===== config.mk =====
export PLATFORM = sky130hd
export DESIGN_NAME = mru_symbol_table_core
export DESIGN_NICKNAME = d
export VERILOG_FILES = /design/src/hdl/mrust_pkg.sv /design/src/hdl/mru_symbol_table_core.sv /design/src/hdl/mrust_ram.sv
export SDC_FILE = /design/constraint.sdc
export NUM_CORES = 1
export LEC_CHECK = 0
export BUFFER_PORTS_ARGS = -buffer_cell sky130_fd_sc_hd__clkbuf_2
export CORE_MARGIN = 2
export CORE_UTILIZATION = 30
export DETAILED_ROUTE_END_ITERATION = 10
export PLACE_DENSITY = 0.55
export SYNTH_ARGS = -nofsm -noshare
export SYNTH_HDL_FRONTEND = slang
export SYNTH_SLANG_ARGS = --single-unit

===== constraint.sdc =====
create_clock -name clk_i -period 3.18 [get_ports clk_i]
set_input_delay 0.477 -clock clk_i [delete_from_list [all_inputs] [get_ports clk_i]]
set_output_delay 0.477 -clock clk_i [all_outputs]
set_load 0.02 [all_outputs]

===== src/hdl/mrust_pkg.sv =====
// Shared types and constants for the recently-used symbol table.
`timescale 1ns / 1ps
`default_nettype none
package mrust_pkg;

  localparam int unsigned TableDepth = 32;
  localparam int unsigned IdxW       = $clog2(TableDepth);
  localparam int unsigned KeyW       = 16;
  localparam int unsigned CntW       = IdxW + 1;

  localparam logic [KeyW-1:0] LookupMask = KeyW'(4095);

  typedef enum logic [1:0] {
    CmdLookup = 2'd0,
    CmdDecode = 2'd1,
    CmdInsert = 2'd2
  } cmd_e;

endpackage
`default_nettype wire


===== src/hdl/mru_symbol_table_core.sv =====
// Top level of the recently-used symbol table with a rotating start pointer.
// A lookup scans the 32 positions; a hit past the front then spends a read and two writes on the swap.
// The next item is taken once its result is raised, or later while an unaccepted result holds the
// response state.
// Reset clears the start pointer and the per-entry valid bits, so the store reads as zero.
`timescale 1ns / 1ps
`default_nettype none
module mru_symbol_table_core (
  input  wire logic        clk_i,
  input  wire logic        rst_ni,
  input  wire logic        in_valid_i,
  output logic             in_ready_o,
  input  wire logic [1:0]  command_i,
  input  wire logic [15:0] key_i,
  input  wire logic [4:0]  position_i,
  output logic             out_valid_o,
  input  wire logic        out_ready_i,
  output logic             hit_o,
  output logic [4:0]       found_position_o,
  output logic [15:0]      found_key_o
);

  localparam int unsigned IdxW = mrust_pkg::IdxW;
  localparam int unsigned KeyW = mrust_pkg::KeyW;
  localparam int unsigned CntW = mrust_pkg::CntW;

  localparam logic [3:0] StIdle  = 4'd0;
  localparam logic [3:0] StScan  = 4'd1;
  localparam logic [3:0] StIns   = 4'd2;
  localparam logic [3:0] StDRd   = 4'd3;
  localparam logic [3:0] StDWait = 4'd4;
  localparam logic [3:0] StProm  = 4'd5;
  localparam logic [3:0] StPWait = 4'd6;
  localparam logic [3:0] StWrA   = 4'd7;
  localparam logic [3:0] StWrB   = 4'd8;
  localparam logic [3:0] StResp  = 4'd9;

  logic [3:0]      state_q, state_d;
  logic [IdxW-1:0] start_q, start_d;
  logic [mrust_pkg::TableDepth-1:0] vld_q, vld_d;
  logic            rd_vld_q, rd_vld_d;
  logic [1:0]      cmd_q, cmd_d;
  logic [KeyW-1:0] key_q, key_d;
  logic [IdxW-1:0] pos_q, pos_d;
  logic [IdxW-1:0] a_q, a_d;
  logic [IdxW-1:0] b_q, b_d;
  logic [KeyW-1:0] val_a_q, val_a_d;
  logic [KeyW-1:0] val_b_q, val_b_d;
  logic [CntW-1:0] scan_q, scan_d;
  logic            cmp_pend_q, cmp_pend_d;
  logic [IdxW-1:0] cmp_idx_q, cmp_idx_d;
  logic            res_hit_q, res_hit_d;
  logic [IdxW-1:0] res_pos_q, res_pos_d;
  logic [KeyW-1:0] res_key_q, res_key_d;
  logic            out_valid_q, out_valid_d;
  logic            out_hit_q, out_hit_d;
  logic [IdxW-1:0] out_pos_q, out_pos_d;
  logic [KeyW-1:0] out_key_q, out_key_d;

  logic            ram_we;
  logic [IdxW-1:0] ram_waddr;
  logic [KeyW-1:0] ram_wdata;
  logic            ram_re;
  logic [IdxW-1:0] ram_raddr;
  logic [KeyW-1:0] ram_rdata;
  logic [KeyW-1:0] rd_data;
  logic [KeyW-1:0] want;
  logic            in_acc;

  mrust_ram #(
    .Width(KeyW),
    .Depth(mrust_pkg::TableDepth)
  ) u_store (
    .clk_i  (clk_i),
    .we_i   (ram_we),
    .waddr_i(ram_waddr),
    .wdata_i(ram_wdata),
    .re_i   (ram_re),
    .raddr_i(ram_raddr),
    .rdata_o(ram_rdata)
  );

  assign in_ready_o = (state_q == StIdle);
  assign in_acc     = in_valid_i && in_ready_o;
  assign rd_data    = rd_vld_q ? ram_rdata : '0;
  assign want       = key_q & mrust_pkg::LookupMask;

  always_comb begin
    state_d     = state_q;
    start_d     = start_q;
    vld_d       = vld_q;
    rd_vld_d    = rd_vld_q;
    cmd_d       = cmd_q;
    key_d       = key_q;
    pos_d       = pos_q;
    a_d         = a_q;
    b_d         = b_q;
    val_a_d     = val_a_q;
    val_b_d     = val_b_q;
    scan_d      = scan_q;
    cmp_pend_d  = cmp_pend_q;
    cmp_idx_d   = cmp_idx_q;
    res_hit_d   = res_hit_q;
    res_pos_d   = res_pos_q;
    res_key_d   = res_key_q;
    out_valid_d = out_valid_q;
    out_hit_d   = out_hit_q;
    out_pos_d   = out_pos_q;
    out_key_d   = out_key_q;
    ram_we      = 1'b0;
    ram_waddr   = '0;
    ram_wdata   = '0;
    ram_re      = 1'b0;
    ram_raddr   = '0;

    if (out_valid_q && out_ready_i) begin
      out_valid_d = 1'b0;
    end

    case (state_q)
      StIdle: begin
        if (in_acc) begin
          cmd_d      = command_i;
          key_d      = key_i;
          pos_d      = position_i;
          scan_d     = '0;
          cmp_pend_d = 1'b0;
          res_hit_d  = 1'b0;
          res_pos_d  = '0;
          res_key_d  = key_i;
          case (command_i)
            mrust_pkg::CmdLookup: state_d = StScan;
            mrust_pkg::CmdDecode: state_d = StDRd;
            mrust_pkg::CmdInsert: state_d = StIns;
            default: begin
              res_key_d = '0;
              state_d   = StResp;
            end
          endcase
        end
      end
      StScan: begin
        ram_re     = !scan_q[CntW-1];
        ram_raddr  = start_q + scan_q[IdxW-1:0];
        rd_vld_d   = vld_q[ram_raddr];
        cmp_pend_d = !scan_q[CntW-1];
        cmp_idx_d  = scan_q[IdxW-1:0];
        scan_d     = scan_q + CntW'(1);
        if (cmp_pend_q) begin
          if (rd_data == want) begin
            res_hit_d = 1'b1;
            res_pos_d = cmp_idx_q;
            pos_d     = cmp_idx_q;
            a_d       = start_q + cmp_idx_q;
            val_a_d   = want;
            state_d   = StProm;
          end else if (cmp_idx_q == IdxW'(mrust_pkg::TableDepth - 1)) begin
            state_d = StIns;
          end
        end
      end
      StIns: begin
        ram_we    = 1'b1;
        ram_waddr = start_q - IdxW'(1);
        ram_wdata = (cmd_q == mrust_pkg::CmdLookup) ? want : key_q;
        vld_d[ram_waddr] = 1'b1;
        start_d   = start_q - IdxW'(1);
        state_d   = StResp;
      end
      StDRd: begin
        ram_re    = 1'b1;
        ram_raddr = start_q + pos_q;
        rd_vld_d  = vld_q[ram_raddr];
        a_d       = start_q + pos_q;
        res_hit_d = 1'b1;
        res_pos_d = pos_q;
        state_d   = StDWait;
      end
      StDWait: begin
        val_a_d   = rd_data;
        res_key_d = rd_data;
        state_d   = StProm;
      end
      StProm: begin
        if (pos_q == '0) begin
          state_d = StResp;
        end else begin
          if (pos_q[IdxW-1]) begin
            b_d     = start_q - IdxW'(1);
            start_d = start_q - IdxW'(1);
          end else begin
            b_d = a_q - IdxW'(1);
          end
          ram_re    = 1'b1;
          ram_raddr = b_d;
          rd_vld_d  = vld_q[b_d];
          state_d   = StPWait;
        end
      end
      StPWait: begin
        val_b_d = rd_data;
        state_d = StWrA;
      end
      StWrA: begin
        ram_we    = 1'b1;
        ram_waddr = a_q;
        ram_wdata = val_b_q;
        vld_d[a_q] = 1'b1;
        state_d   = StWrB;
      end
      StWrB: begin
        ram_we    = 1'b1;
        ram_waddr = b_q;
        ram_wdata = val_a_q;
        vld_d[b_q] = 1'b1;
        state_d   = StResp;
      end
      StResp: begin
        if (!out_valid_q || out_ready_i) begin
          out_valid_d = 1'b1;
          out_hit_d   = res_hit_q;
          out_pos_d   = res_pos_q;
          out_key_d   = res_key_q;
          state_d     = StIdle;
        end
      end
      default: begin
        state_d = StIdle;
      end
    endcase
  end

  always_ff @(posedge clk_i or negedge rst_ni) begin
    if (!rst_ni) begin
      state_q     <= StIdle;
      start_q     <= '0;
      vld_q       <= '0;
      rd_vld_q    <= 1'b0;
      cmp_pend_q  <= 1'b0;
      out_valid_q <= 1'b0;
    end else begin
      state_q     <= state_d;
      start_q     <= start_d;
      vld_q       <= vld_d;
      rd_vld_q    <= rd_vld_d;
      cmp_pend_q  <= cmp_pend_d;
      out_valid_q <= out_valid_d;
    end
  end

  always_ff @(posedge clk_i) begin
    cmd_q     <= cmd_d;
    key_q     <= key_d;
    pos_q     <= pos_d;
    a_q       <= a_d;
    b_q       <= b_d;
    val_a_q   <= val_a_d;
    val_b_q   <= val_b_d;
    scan_q    <= scan_d;
    cmp_idx_q <= cmp_idx_d;
    res_hit_q <= res_hit_d;
    res_pos_q <= res_pos_d;
    res_key_q <= res_key_d;
    out_hit_q <= out_hit_d;
    out_pos_q <= out_pos_d;
    out_key_q <= out_key_d;
  end

  assign out_valid_o      = out_valid_q;
  assign hit_o            = out_hit_q;
  assign found_position_o = out_pos_q;
  assign found_key_o      = out_key_q;

  // A completed scan without a match must leave the scan state.
  a_scan_ends: assert property (@(posedge clk_i) disable iff (!rst_ni)
    (state_q == StScan && cmp_pend_q && cmp_idx_q == IdxW'(mrust_pkg::TableDepth - 1))
    |=> (state_q != StScan))
    else $error("scan did not terminate after the last position");

  // A new result only appears after the response state.
  a_out_from_resp: assert property (@(posedge clk_i) disable iff (!rst_ni)
    $rose(out_valid_o) |-> ($past(state_q) == StResp))
    else $error("result raised outside the response state");

  // An accepted item always starts work.
  a_accept_busy: assert property (@(posedge clk_i) disable iff (!rst_ni)
    in_acc |=> (state_q != StIdle))
    else $error("accepted item did not start");

  // The second swap write is always followed by the response.
  a_swap_resp: assert property (@(posedge clk_i) disable iff (!rst_ni)
    (state_q == StWrB) |=> (state_q == StResp))
    else $error("swap did not complete into the response state");

  // Only the insert and the far promotion move the start pointer.
  a_start_move: assert property (@(posedge clk_i) disable iff (!rst_ni)
    (start_q != $past(start_q)) |-> ($past(state_q) == StIns || $past(state_q) == StProm))
    else $error("start pointer moved unexpectedly");

endmodule
`default_nettype wire


===== src/hdl/mrust_ram.sv =====
// Generic single write port, single read port RAM with registered read data.
`timescale 1ns / 1ps
`default_nettype none
module mrust_ram #(
  parameter int unsigned Width = 16,
  parameter int unsigned Depth = 32
) (
  input  wire logic                     clk_i,
  input  wire logic                     we_i,
  input  wire logic [$clog2(Depth)-1:0] waddr_i,
  input  wire logic [Width-1:0]         wdata_i,
  input  wire logic                     re_i,
  input  wire logic [$clog2(Depth)-1:0] raddr_i,
  output logic      [Width-1:0]         rdata_o
);

  logic [Width-1:0] mem_q [Depth];
  logic [Width-1:0] rdata_q;

  always_ff @(posedge clk_i) begin
    if (we_i) begin
      mem_q[waddr_i] <= wdata_i;
    end
    if (re_i) begin
      rdata_q <= mem_q[raddr_i];
    end
  end

  assign rdata_o = rdata_q;

endmodule
`default_nettype wire


==> flow_metrics.tcl, run 1 <==
set metrics [dict create \
    status "finished, violations left" \
    violations "negative setup slack" \
    drtPass1Iterations 7 \
    holdPathStages 1 \
    setup.worst_path.end_class "flop" \
    syn_area_mm2 0.0301 \
    viasPerCell 5.26 \
    finalSetupTns_ns -0.302 \
    grtUsageTotal 0.167 \
    worstSkewPairLatency_ns 0.63 \
    clockBufferDepth 3 \
    yosys_warnings 0 \
    finalMaxSlewViolations 0 \
    post_synth_main_area_contributors "edfxtp_1, nand2_1, dfrtp_1" \
    cts_sinks 692 \
    die_area_mm2 0.103 \
    antenna_cells 0 \
    route.detailed.drc 0 \
    topRoutingLayerUsed "met4" \
    fmax_mhz 305 \
    dr_wl_met3_um 5620 \
    required_ns 3.62 \
    worst_slack_ns -0.0988 \
    antenna_found_initial 0 \
    setup_viol 9 \
    rsz0062_at_grt "true" \
    fin_crit_sh 1.03 \
    grt_pass1_wl_um 131000 \
    syn_inst 2327 \
    crit_arrival_ns 3.72 \
    cts.clk_slew.worst_paths_ns 0.06 \
    hp-start "key_i[5]" \
    dieWidth_um 321 \
    reg2reg_from "start_q[0]" \
    worst_slew_pin_slew_ns 0.891 \
    nNetsFinal 2659 \
    final_common_cell "edfxtp_1" \
    slew_headroom 0.401 \
    hold_viol_final 0 \
    first_global_vias 20800 \
    finalCriticalPeriod_ns 3.28 \
    gp_congestion 0.912 \
    layout_common_cells "edfxtp_1, nand2_1, buf_4" \
    synth_edf_count 648 \
    hpwl_um 58700 \
    fill_cells 9385 \
    hold_path_class "in -> reg" \
    path_max_fanout 12 \
    grt_max_degree 40 \
    cts_max_level 3 \
    synth_top_area_share 0.645 \
    startpoint_type "flop" \
    core_area_mm2 0.0999 \
    stdcell_area_mm2 0.0375 \
    row_count 116 \
    initial_core_util 0.302 \
    dr_wl_met2_um 41700 \
    vias 20800 \
    drtIter0Drc 1989 \
    cts_tree "done" \
    io_pins 51 \
    synthArstFlopShare 0.0636 \
    ys_seq_area_frac 0.682 \
    avgSynthCellArea_um2 13.0 \
    dpl_cell_area_mm2 0.0341 \
    r2r_cells 13 \
    die_height_um 321 \
    m1WireLength_um 38800 \
    io_buffers 50 \
    grt_overflow 0 \
    syn_to_final_growth_pct 24.3 \
    yosys.area.top_type "edfxtp_1" \
    wl_per_cell_um 22.3 \
    critical_path_class "reg -> reg" \
    drive_gt1_frac 0.211 \
    cts_buffers 76 \
    slowest_stage "fa_1" \
    synth_seq_cells 692 \
    ys_dominant_reg_cell "edfxtp_1" \
    routed_wl_um 88300 \
    cpPeakStageDelay_ns 0.45 \
    skew_ns 0.0148 \
    antenna_left 0 \
    crit_start "start_q[0]" \
    ys_types 71 \
    synth_fp_nets 2381 \
    worstPathCellList "ha_2 -> inv_2 -> fa_1 -> nand2b_1 -> o211ai_1 -> buf_4 -> and2_4 -> buf_12 -> buf_12 -> and3_1 -> a31oi_1 -> o211ai_1 -> nor4_1" \
    root_buffer "clkbuf_16" \
    maxCapViolCount 0 \
]
## Yosys cell counts (23+ instances only)
| cell type | number |
|---|---|
| a31oi_1 | 41 |
| xnor2_1 | 25 |
| a21o_1 | 23 |
| nand3_1 | 116 |
| nand2_1 | 532 |
| and3_1 | 77 |
| a21oi_1 | 44 |
| nor2_1 | 88 |
| mux2i_1 | 63 |
| ha_1 | 24 |
| edfxtp_1 | 648 |
| o21bai_1 | 25 |
| a311oi_1 | 46 |
| buf_2 | 48 |
| a222oi_1 | 23 |
| a22o_1 | 27 |
| a211oi_1 | 33 |
| inv_1 | 39 |
| clkbuf_1 | 77 |
| dfrtp_1 | 44 |
## critical path, delay by kind of cell, from the launching register on
kind	cells	cell delay (ns)
simple gates	4	0.78
flops	1	0.42
fa+ha+maj	2	0.67
buf+inv	4	0.52
compound gates	3	0.69
## per-stage QoR
stage / setup slack, ns / cells / hold slack, ns / utilization
global route: -0.214 / 3960 / 0.0290 / 0.375
CTS: -0.0438 / 3942 / 0.0183 / 0.372
global placement: -0.392 / 3784 / 0.403 / 0.342
floorplan: 0.0455 / 2327 / 0.181 / -
finish: -0.0988 / 3960 / 0.0589 / 0.375
detailed placement: -0.466 / 3784 / 0.405 / 0.342
## final cells by class
class	count	area (µm²)	area share
multi-input combinational	1449	9270	0.248
tap	1298	1620	0.0434
clock inverter	37	280	0.00748
timing repair buffer	347	3470	0.0926
clock buffer	98	2110	0.0563
sequential	692	20600	0.549
inverter	39	146	0.00391
## path summary, 6_finish.rpt
path	to	slack [ns]
setup / recovery	u_store.rdata_o[3]	-0.1
hold / removal	key_q[5]	0.06
setup reg to reg	u_store.rdata_o[3]	-0.1
hold reg to reg	found_key_o[2]	0.42
max in group asynchronous	rd_vld_q	1.95
min in group asynchronous	vld_q[7]	0.51
## metal layers
metal | global-route usage | vias up
met5 | 0 | -
met4 | 0.0441 | 0
met3 | 0.0269 | 163
met2 | 0.276 | 804
met1 | 0.229 | 10500
li1 | - | 9339
## state kept, by name, indices dropped and copies added, names as in the netlist, 2 cells and up
signal and count:
state_q 4, found_position_o 5, val_a_q 16, scan_q 6, a_q 5, res_pos_q 5
val_b_q 16, res_key_q 16, u_store.mem_q 512, pos_q 5, found_key_o 16, cmp_idx_q 5
cmd_q 2, b_q 5, vld_q 32, key_q 16, start_q 5, u_store.rdata_o 16
## logic make-up after synthesis
| logic type | count (synthesis) | synth area share |
|---|---|---|
| multiplexers | 88 | 0.0377 |
| adder cells (fa/ha/maj) | 27 | 0.0120 |
| buffers and inverters | 186 | 0.0263 |
| AND/OR/NAND/NOR | 929 | 0.138 |
| flip-flops | 692 | 0.682 |
| XOR/XNOR | 34 | 0.00988 |
| AO/OA/AOI/OAI | 371 | 0.0941 |
## what timing repair did
item                                    4_1_cts  5_1_grt
resized for setup                            63       36
hold buffers                                  1        0
setup buffers                                18       16
hold endpoints to repair                     35        0
endpoints found under the setup margin       17       23
pin swaps                                    17       15
cloned                                        4        2
Power of run 1 is not shown: default switching activity piles up to over one toggle a cycle in this logic, so the estimate is an artifact.
==> run 2, diff against run 1 <==
==> constraint.sdc (replaced) <==
create_clock -name clk_i -period 3.18 [get_ports clk_i]
set_input_delay 0.636 -clock clk_i [delete_from_list [all_inputs] [get_ports clk_i]]
set_output_delay 0.636 -clock clk_i [all_outputs]
set_load 0.02 [all_outputs]
==> run 2 against run 1 <==
The flow still finishes with violations (negative setup slack); global-route usage grew 0.10 points; sequential share of layout area shrank 1.0 points; core utilization grew 0.73 points; worst setup slack gained 0.035 ns; non-clock buffer count grew 4; critical path type unchanged.
==> flow_metrics.tcl, run 2 (synthesized netlist as in run 1, its figures left out) <==
set metrics [dict create \
    row_count 116 \
    slowest_stage "or4_4" \
    grt_overflow 0 \
    final_common_cell "edfxtp_1" \
    first_global_vias 20600 \
    hold_path_class "in -> async" \
    hold_ws_ns 0.0823 \
    slew_headroom 0.396 \
    grt_max_degree 40 \
    largest_reg_flops 512 \
    worst_slew_pin_slew_ns 0.899 \
    fmax_mhz 308 \
    grtUsageTotal 0.168 \
    route.detailed.drc 0 \
    fin_util 0.382 \
    hold_buffers 0 \
    rsz0062_at_grt "true" \
    gp_congestion 0.901 \
    viasPerCell 5.31 \
    drtIter0Drc 2224 \
    hpwl_um 58800 \
    antenna_cells 0 \
    core_area_mm2 0.0999 \
    finalCriticalPeriod_ns 3.24 \
    worstSkewPairLatency_ns 0.63 \
    worst_slack_ns -0.0637 \
    cts_max_level 3 \
    nNetsFinal 2661 \
    die_area_mm2 0.103 \
    cts_buffers 74 \
    cts_sinks 692 \
    fin_crit_sh 1.02 \
    startpoint_type "flop" \
    dpl_cell_area_mm2 0.0341 \
    setup_viol 4 \
    antenna_left 0 \
    reg_top3 "u_store.mem_q x512, vld_q x32" \
    hold_viol_final 0 \
    drive_gt1_frac 0.235 \
    regMostFlops "u_store.mem_q" \
    drtPass1Iterations 5 \
    critical_path_class "reg -> reg" \
    crit_arrival_ns 3.60 \
    syn_to_final_growth_pct 26.7 \
    routed_wl_um 90400 \
    status "finished, violations left" \
    root_buffer "clkbuf_16" \
    worstPathCellList "or4_4 -> o21a_4 -> buf_6 -> a221o_1 -> a211o_4 -> clkbuf_16 -> or3_1 -> o211ai_1 -> nor4_1" \
    skew_ns 0.0255 \
    vias 21000 \
    cts.clk_slew.worst_paths_ns 0.06 \
    setup.worst_path.end_class "flop" \
    preCtsSetupSlack_ns -0.420 \
    required_ns 3.53 \
    grt_pass1_wl_um 131000 \
    cts_tree "done" \
    antenna_found_initial 1 \
    io_pins 51 \
    initial_core_util 0.302 \
    layout_common_cells "edfxtp_1, nand2_1, buf_4" \
    dieWidth_um 321 \
    clockBufferDepth 3 \
    maxCapViolCount 0 \
    cpPeakStageDelay_ns 0.58 \
    stdcell_area_mm2 0.0382 \
    io_buffers 50 \
    finalMaxSlewViolations 0 \
    violations "negative setup slack" \
    wl_per_cell_um 22.8 \
    path_max_fanout 6 \
    die_height_um 321 \
]
run 2: stage by stage:
step                setup TNS, ns  cells
floorplan                       0   2327
global placement            -4.49   3784
finish                    -0.0973   3960
global route                -1.28   3960
CTS                             0   3939
detailed placement          -4.67   3784
run 2: final timing paths:
path                              start            endpoint  slack [ns]  depth (start not counted)
max                            pos_q[0]  u_store.rdata_o[3]       -0.06                          9
min                              rst_ni            vld_q[4]        0.08                          1
max reg2reg                    pos_q[0]  u_store.rdata_o[3]       -0.06                          9
min reg2reg                res_key_q[4]      found_key_o[4]        0.42                          0
max in group asynchronous        rst_ni          start_q[0]        2.36                          2
min in group clk_i            key_i[14]           key_q[14]        0.22                          1
run 2: area by class of cell:
type | count | area (µm²)
clock buffers | 87 | 1960
clock inverters | 44 | 397
fillers | 9354 | 61700
inverters | 39 | 146
multi-input cells | 1449 | 9750
flip-flops and latches | 692 | 20600
well taps | 1298 | 1620
repair buffers | 351 | 3750
run 2: per-layer routing:
layer	track usage	wire [µm]
met3	0.0246	5910
met2	0.276	42700
met5	0	0
met1	0.230	39500
met4	0.0513	2290
run 2: worst max-delay path, delay by kind of cell (launching register included):
kind                   cells  cell delay [ns]
AOI/OAI and AO/OA          4             1.21
and+or+nand+nor            3             1.03
DFF                        1             0.42
buffers and inverters      2             0.30
run 2: timing repair:
item | CTS | global route
pin swaps | 16 | 66
setup buffers | 17 | 18
resized for setup | 63 | 130
cloned | 7 | 7
endpoints found under the setup margin | 17 | 28
Power of run 2 is left out for the same reason.
